==> src/design/sll_pkg.sv <==
`timescale 1ns / 1ps
// ----------------------------------------------------------------------------
// sll_pkg
// Types and constants shared by the static linked list engine and its checker.
// ----------------------------------------------------------------------------
package sll_pkg;

	localparam int SLOTS_DEF = 256;

	localparam logic OP_INSERT = 1'b0;
	localparam logic OP_DELETE = 1'b1;

	localparam logic ST_OK  = 1'b0;
	localparam logic ST_ERR = 1'b1;

	typedef struct packed {
		logic               op;
		logic [7:0]         position;
		logic signed [31:0] value;
	} req_t;

	typedef struct packed {
		logic       status;
		logic [7:0] list_length;
	} rsp_t;

	typedef enum logic [2:0] {
		S_INIT,
		S_IDLE,
		S_FHEAD,
		S_WALK,
		S_LINK,
		S_VDATA,
		S_VFREE,
		S_OUT
	} state_t;

endpackage

==> src/design/sll_link_ram.sv <==
`timescale 1ns / 1ps
// ----------------------------------------------------------------------------
// sll_link_ram
// Link store: one write port and one read port with registered read data.
// ----------------------------------------------------------------------------
module sll_link_ram #(
	parameter int DEPTH = sll_pkg::SLOTS_DEF,
	parameter int WIDTH = $clog2(sll_pkg::SLOTS_DEF)
) (
	input  logic                     clk,
	input  logic                     ren,
	input  logic [$clog2(DEPTH)-1:0] raddr,
	output logic [WIDTH-1:0]         rdata,
	input  logic                     wen,
	input  logic [$clog2(DEPTH)-1:0] waddr,
	input  logic [WIDTH-1:0]         wdata
);

	logic [WIDTH-1:0] mem [DEPTH];

	always_ff @(posedge clk) begin
		if (wen) begin
			mem[waddr] <= wdata;
		end
	end

	always_ff @(posedge clk) begin
		if (ren) begin
			rdata <= mem[raddr];
		end
	end

endmodule

==> src/design/static_linked_list_engine.sv <==
`timescale 1ns / 1ps
// ----------------------------------------------------------------------------
// static_linked_list_engine
// Cursor-based linked list in a fixed slot array with a free chain.
// ----------------------------------------------------------------------------
//  channel | direction | payload | handshake
//  req     | in        | req_t   | req_valid / req_stall
//  rsp     | out       | rsp_t   | rsp_valid / rsp_stall
//
// An accepted insert or delete walks the link chain to its position, making
// one hop per cycle on the link memory; a rejected request skips the walk.
// After reset the link memory is initialised, with req_stall high.
// One request is processed at a time; a new one is taken while the previous
// response still waits in the output register for its transfer.
// ----------------------------------------------------------------------------
module static_linked_list_engine #(
	parameter int SLOTS = sll_pkg::SLOTS_DEF
) (
	input  logic         clk,
	input  logic         arst_n,
	input  logic         req_valid,
	output logic         req_stall,
	input  sll_pkg::req_t req,
	output logic         rsp_valid,
	input  logic         rsp_stall,
	output sll_pkg::rsp_t rsp
);

	localparam int IW   = $clog2(SLOTS);
	localparam int CMPW = ((IW > 8) ? IW : 8) + 1;
	localparam logic [IW-1:0] HEAD     = IW'(SLOTS - 1);
	localparam logic [IW-1:0] FREE_END = IW'(SLOTS - 2);

	sll_pkg::state_t state_q, state_d;

	logic [IW-1:0]   init_q;
	logic [IW-1:0]   free_q;
	logic [IW-1:0]   slot_q;
	logic [IW-1:0]   cur_q;
	logic [IW-1:0]   victim_q;
	logic [7:0]      hops_q;
	logic            op_q;
	logic            err_q;
	logic [31:0]     val_q;
	logic [IW-1:0]   count_q;
	logic            rsp_valid_q;
	sll_pkg::rsp_t   rsp_q;

	logic            ren;
	logic [IW-1:0]   raddr;
	logic [IW-1:0]   rdata;
	logic            wen;
	logic [IW-1:0]   waddr;
	logic [IW-1:0]   wdata;

	logic [CMPW-1:0] pos_ext;
	logic [CMPW-1:0] cnt_ext;
	logic            req_err;
	logic            accept;
	logic            out_load;
	logic            bad_victim;

	logic [31:0]     element_mem [SLOTS];

	sll_link_ram #(
		.DEPTH(SLOTS),
		.WIDTH(IW)
	) u_link_ram (
		.clk  (clk),
		.ren  (ren),
		.raddr(raddr),
		.rdata(rdata),
		.wen  (wen),
		.waddr(waddr),
		.wdata(wdata)
	);

	assign pos_ext    = CMPW'(req.position);
	assign cnt_ext    = CMPW'(count_q);
	assign accept     = (state_q == sll_pkg::S_IDLE) && req_valid;
	assign out_load   = (state_q == sll_pkg::S_OUT) && (!rsp_valid_q || !rsp_stall);
	assign bad_victim = (rdata == '0) || (rdata == HEAD);

	always_comb begin
		if (req.op == sll_pkg::OP_INSERT) begin
			req_err = (pos_ext == '0) || (pos_ext > cnt_ext + CMPW'(1)) || (free_q == '0);
		end else begin
			req_err = (pos_ext == '0) || (pos_ext > cnt_ext);
		end
	end

	always_ff @(posedge clk or negedge arst_n) begin
		if (!arst_n) begin
			state_q <= sll_pkg::S_INIT;
		end else begin
			state_q <= state_d;
		end
	end

	always_comb begin
		state_d = state_q;
		ren     = 1'b0;
		raddr   = HEAD;
		wen     = 1'b0;
		waddr   = cur_q;
		wdata   = slot_q;
		unique case (state_q)
			sll_pkg::S_INIT: begin
				wen   = 1'b1;
				waddr = init_q;
				wdata = (init_q < FREE_END) ? init_q + IW'(1) : '0;
				if (init_q == HEAD) begin
					state_d = sll_pkg::S_IDLE;
				end
			end
			sll_pkg::S_IDLE: begin
				if (req_valid) begin
					if (req_err) begin
						state_d = sll_pkg::S_OUT;
					end else if (req.op == sll_pkg::OP_INSERT) begin
						ren     = 1'b1;
						raddr   = free_q;
						state_d = sll_pkg::S_FHEAD;
					end else begin
						ren     = 1'b1;
						raddr   = HEAD;
						state_d = sll_pkg::S_WALK;
					end
				end
			end
			sll_pkg::S_FHEAD: begin
				ren     = 1'b1;
				raddr   = HEAD;
				state_d = sll_pkg::S_WALK;
			end
			sll_pkg::S_WALK: begin
				if (hops_q != '0) begin
					ren   = 1'b1;
					raddr = rdata;
				end else if (op_q == sll_pkg::OP_INSERT) begin
					wen     = 1'b1;
					waddr   = slot_q;
					wdata   = rdata;
					state_d = sll_pkg::S_LINK;
				end else if (bad_victim) begin
					state_d = sll_pkg::S_OUT;
				end else begin
					ren     = 1'b1;
					raddr   = rdata;
					state_d = sll_pkg::S_VDATA;
				end
			end
			sll_pkg::S_LINK: begin
				wen     = 1'b1;
				waddr   = cur_q;
				wdata   = slot_q;
				state_d = sll_pkg::S_OUT;
			end
			sll_pkg::S_VDATA: begin
				wen     = 1'b1;
				waddr   = cur_q;
				wdata   = rdata;
				state_d = sll_pkg::S_VFREE;
			end
			sll_pkg::S_VFREE: begin
				wen     = 1'b1;
				waddr   = victim_q;
				wdata   = free_q;
				state_d = sll_pkg::S_OUT;
			end
			sll_pkg::S_OUT: begin
				if (!rsp_valid_q || !rsp_stall) begin
					state_d = sll_pkg::S_IDLE;
				end
			end
			default: begin
				state_d = sll_pkg::S_IDLE;
			end
		endcase
	end

	always_ff @(posedge clk or negedge arst_n) begin
		if (!arst_n) begin
			init_q      <= '0;
			free_q      <= IW'(1);
			count_q     <= '0;
			rsp_valid_q <= 1'b0;
		end else begin
			if (state_q == sll_pkg::S_INIT) begin
				init_q <= init_q + IW'(1);
			end
			if (state_q == sll_pkg::S_FHEAD) begin
				free_q <= rdata;
			end
			if (state_q == sll_pkg::S_VFREE) begin
				free_q  <= victim_q;
				count_q <= count_q - IW'(1);
			end
			if (state_q == sll_pkg::S_LINK) begin
				count_q <= count_q + IW'(1);
			end
			if (out_load) begin
				rsp_valid_q <= 1'b1;
			end else if (!rsp_stall) begin
				rsp_valid_q <= 1'b0;
			end
		end
	end

	always_ff @(posedge clk) begin
		if (accept) begin
			op_q   <= req.op;
			slot_q <= free_q;
			val_q  <= $unsigned(req.value);
			hops_q <= req.position - 8'd1;
			cur_q  <= HEAD;
			err_q  <= req_err;
		end
		if (state_q == sll_pkg::S_WALK) begin
			if (hops_q != '0) begin
				cur_q  <= rdata;
				hops_q <= hops_q - 8'd1;
			end else if (op_q == sll_pkg::OP_DELETE) begin
				victim_q <= rdata;
				if (bad_victim) begin
					err_q <= 1'b1;
				end
			end
		end
		if (out_load) begin
			rsp_q.status      <= err_q;
			rsp_q.list_length <= cnt_ext[7:0];
		end
	end

	always_ff @(posedge clk) begin
		if (state_q == sll_pkg::S_FHEAD) begin
			element_mem[slot_q] <= val_q;
		end
	end

	assign req_stall = (state_q != sll_pkg::S_IDLE);
	assign rsp_valid = rsp_valid_q;
	assign rsp       = rsp_q;

endmodule

==> config.mk <==
export PLATFORM = sky130hd
export DESIGN_NAME = static_linked_list_engine
export DESIGN_NICKNAME = d
export VERILOG_FILES = /design/src/design/sll_pkg.sv /design/src/design/sll_link_ram.sv /design/src/design/static_linked_list_engine.sv
export SDC_FILE = /design/constraint.sdc
export NUM_CORES = 2
export LEC_CHECK = 0
export ABC_CLOCK_PERIOD_IN_PS = 30200
export BUFFER_PORTS_ARGS = -buffer_cell sky130_fd_sc_hd__buf_2
export CORE_MARGIN = 3
export CORE_UTILIZATION = 25
export CTS_BUF_LIST = sky130_fd_sc_hd__clkbuf_4
export CTS_CLUSTER_DIAMETER = 80
export DETAILED_ROUTE_END_ITERATION = 8
export GPL_ROUTABILITY_DRIVEN = 1
export GPL_TIMING_DRIVEN = 0
export PLACE_DENSITY = 0.43
export SLEW_MARGIN = 20
export SYNTH_ARGS = -nofsm -noshare
export SYNTH_HDL_FRONTEND = slang
export SYNTH_SLANG_ARGS = --single-unit
==> constraint.sdc <==
create_clock -name clk -period 30.2 [get_ports clk]
set_input_delay 0 -clock clk [delete_from_list [all_inputs] [get_ports clk]]
set_output_delay 0 -clock clk [all_outputs]
set_load 0.005 [all_outputs]
==> flow_metrics.tcl <==
set metrics [dict create \
    synth_top_area_share_pct 73.1 \
    synth_ff_type "edfxtp_1" \
    min_period_over_period_pct 30.2 \
    grt_usage_pct 26.9 \
    dp_hpwl_mm 337 \
    r2r_setup_slack_ps 21090 \
    finalSetupViolCount 0 \
    hold_end "rsp[8]$_DFFE_PP_" \
    cts.sinks 2127 \
    cts.clk_slew.worst_paths_ps 70 \
    cp_max_fo 10 \
    crit_arrival_ps 10230 \
    wirelength_mm 486 \
    power.density_mw_per_mm2 139 \
    cts_buffers 597 \
    gr-total-overflow 0 \
    finalNonFillerCells 11919 \
    min_path_type "in2reg" \
    power.static_leakage_nw 34.4 \
    post-place-cells 10802 \
    skew_ps 151 \
    slew_violations 0 \
    critPathCaptureType "flip-flop" \
    drt_iter0_markers 12054 \
    synth_area_per_cell_um2 14.1 \
    synth_nets 6126 \
    r2r_cells 20 \
    fillCellCount 34151 \
    crit_start "count_q[2]$_DFFE_PN0P_" \
    detail_route.wl_per_cell_um 40.8 \
    cp-start-kind "flip-flop" \
    multi_input_area_mm2 0.0207 \
    ys_async_sr_fraction_pct 1.32 \
    grt_pass1_vias 60160 \
    drtPass1Iterations 8 \
    ys_top_cells_by_area "edfxtp_1 (73%), nand2_1 (5.1%), mux2i_1 (5.1%)" \
    grt_first_pass_wirelength_mm 613 \
    row_count 214 \
    yosysMostFrequentCell "edfxtp_1" \
    ir_drop_mv 0.0971 \
    max_freq_mhz 110 \
    worst_slew_pin_slew_ps 1380 \
    synth-seq-cells 2127 \
    synth_area_leader_cell "edfxtp_1" \
    io_buffer_count 23 \
    clk_latency_ps 1640 \
    ios 56 \
    crit_chain "inv_1, nor4_1, nand4_1, xnor2_1, ha_1, and3_1, o21ai_0, a31oi_1, o21a_1, buf_2, o21a_1, clkbuf_1, buf_2, buf_2, buf_1, a21oi_1, a32oi_1, o32ai_1, o32ai_1, a31oi_1" \
    via_per_inst 5.59 \
    hold_violations 0 \
    grt_max_degree 32 \
    ys_types 77 \
    syn_inst 6052 \
    syn_area_mm2 0.0856 \
    worstPathRequired_ps 31330 \
    area_delta_synth_final_pct 22.1 \
    critPathKind "reg2reg" \
    fin_crit_ps 9110 \
    rsz0062_at_grt "no" \
    cts_tree "done" \
    ys_seq_area_share_pct 74.3 \
    cp_slowest_cell "o32ai_1" \
    antenna_found_initial 72 \
    route.detailed.drc 0 \
    place_congestion 1.03 \
    synth_edf_count 2082 \
    power_mw 14.5 \
    clk_path_buf_depth 4 \
    synth_warnings 0 \
    relSlewSlack_pct 7.87 \
    die-area_mm2 0.349 \
    final_cell_area_mm2 0.104 \
    final_layout_size_suffix_gt1_share_pct 20.8 \
    vias 66614 \
    critPathMaxStageDelay_ps 1030 \
    cts_root_buffer "clkbuf_4" \
    place_area_mm2 0.0962 \
    core_region_area_mm2 0.340 \
    outcome "completed" \
    min_delay_path_depth 4 \
    die_w_um 591 \
    r2r_start "count_q[2]$_DFFE_PN0P_" \
    h-tree-depth 6 \
    final_antenna_net_count 0 \
    maxCapViolCount 0 \
    initial_core_util_pct 25.1 \
    synth.top_cells.by_count "edfxtp_1 (2,082), nand2_1 (1,161), mux2i_1 (435), nand3_1 (387), nor2_1 (321)" \
    r2r-end "u_link_ram.rdata[7]$_DFFE_PP_" \
    crit_top_cell "buf_2" \
    die_h_um 591 \
    fin_nets 6986 \
    ff_latch_area_mm2 0.0636 \
    min_from "rsp_stall" \
]
==> critical path: cells and delay by family, from the launching register on <==
kind                     cells  cell delay (ps)
XOR/XNOR                     1              160
AND/OR/NAND/NOR              3              730
adder cells (fa/ha/maj)      1              300
buffers and inverters        6             3460
AO/OA/AOI/OAI                9             3490
flip-flops                   1              520
==> stage by stage <==
step / hold WS (ps) / setup TNS [ps] / util (%) / setup slack (ps)
2_1_floorplan: -296 / 0 / - / 16100
3_3_place_gp: 122 / -1490730 / 26.8 / -2000
3_5_place_dp: 125 / 0 / 28.3 / 21430
4_1_cts: 26.0 / 0 / 30.6 / 21400
5_1_grt: 98.1 / 0 / 30.6 / 21310
6_report: 83.5 / 0 / 30.7 / 21090
==> worst max-delay path by stage <==
stage	endpoint	slack [ps]
finish	u_link_ram.rdata[7]$_DFFE_PP_	21090
global route	u_link_ram.rdata[2]$_DFFE_PP_	21310
CTS	u_link_ram.rdata[2]$_DFFE_PP_	21400
detailed placement	u_link_ram.rdata[2]$_DFFE_PP_	21430
global placement	u_link_ram.mem[62][0]$_DFFE_PP_	-2000
floorplan	u_link_ram.mem[0][0]$_DFFE_PP_	16100
==> metal layers <==
layer | up-vias | track usage [%] | part of all wire, %
li1 | 25334 | - | -
met1 | 34293 | 34.8 | 38
met2 | 5705 | 37.0 | 41
met3 | 1242 | 10.3 | 14
met4 | 40 | 17.8 | 7.3
met5 | - | 0.122 | 0.086
==> flip-flops by register name, summed over array words and instances, names as in the netlist <==
register	flops
count_q	8
cur_q	8
err_q	1
free_q	8
hops_q	8
init_q	8
op_q	1
rsp	9
rsp_valid	1
slot_q	8
state_q	3
u_link_ram.mem	2048
u_link_ram.rdata	8
victim_q	8
==> repair_timing <==
action / 4_1_cts / 5_1_grt
resized for setup: 0 / 0
hold buffers: 46 / 0
hold endpoints to repair: 76 / 0
buffers inserted: 0 / 0
==> final cells by class <==
| cell class | instances | share of cell area (%) |
|---|---|---|
| flip-flops and latches | 2127 | 60.9 |
| multi-input cells | 3515 | 19.9 |
| clock buffers | 858 | 6.17 |
| well taps | 4536 | 5.43 |
| repair buffers | 261 | 4.61 |
| plain buffers | 383 | 1.78 |
| clock inverters | 144 | 1.03 |
| diodes | 68 | 0.163 |
| inverters | 27 | 0.0970 |
==> kinds of logic (layout without fill, tap and decap cells) <==
kind of cell	count (synthesis)	count (layout)	synth area share (%)
other	0	68	0
xor gates and xnor gates	34	34	0.348
muxes	438	438	5.13
and+or+nand+nor	2126	2126	10.7
DFF	2127	2127	74.3
adders and majority gates	29	29	0.442
buffers and inverters	410	1673	2.09
AOI/OAI and AO/OA	888	888	7.06
==> cell usage in the layout (no fill, tap or decap), types with 29 or more instances in the layout <==
master	Yosys	final
nor2_2	0	29
buf_4	7	38
nor3_1	30	29
nand2_1	1161	1160
nand3_1	387	387
clkbuf_1	187	103
a21oi_1	185	177
clkbuf_4	0	858
o22ai_1	129	128
a32oi_1	74	72
nor2_1	321	292
o21ai_0	64	54
buf_2	135	184
clkinv_1	1	76
nand4_1	52	52
dlygate4sd3_1	0	45
buf_12	0	36
clkbuf_2	0	86
a221oi_1	67	62
edfxtp_1	2082	2082
and3_1	86	86
mux2i_1	435	435
a211oi_1	119	110
a31oi_1	124	123
diode_2	0	68
buf_16	0	112
==> power breakdown <==
| part | switching [mW] | total, mW | internal, mW |
|---|---|---|---|
| Clock | 1.35 | 2.76 | 1.41 |
| Sequential | 0.0567 | 4.42 | 4.37 |
| Combinational | 5.54 | 7.32 | 1.78 |
| Total | 6.95 | 14.5 | 7.55 |
Note: power is estimated with default switching activity, not from simulation.
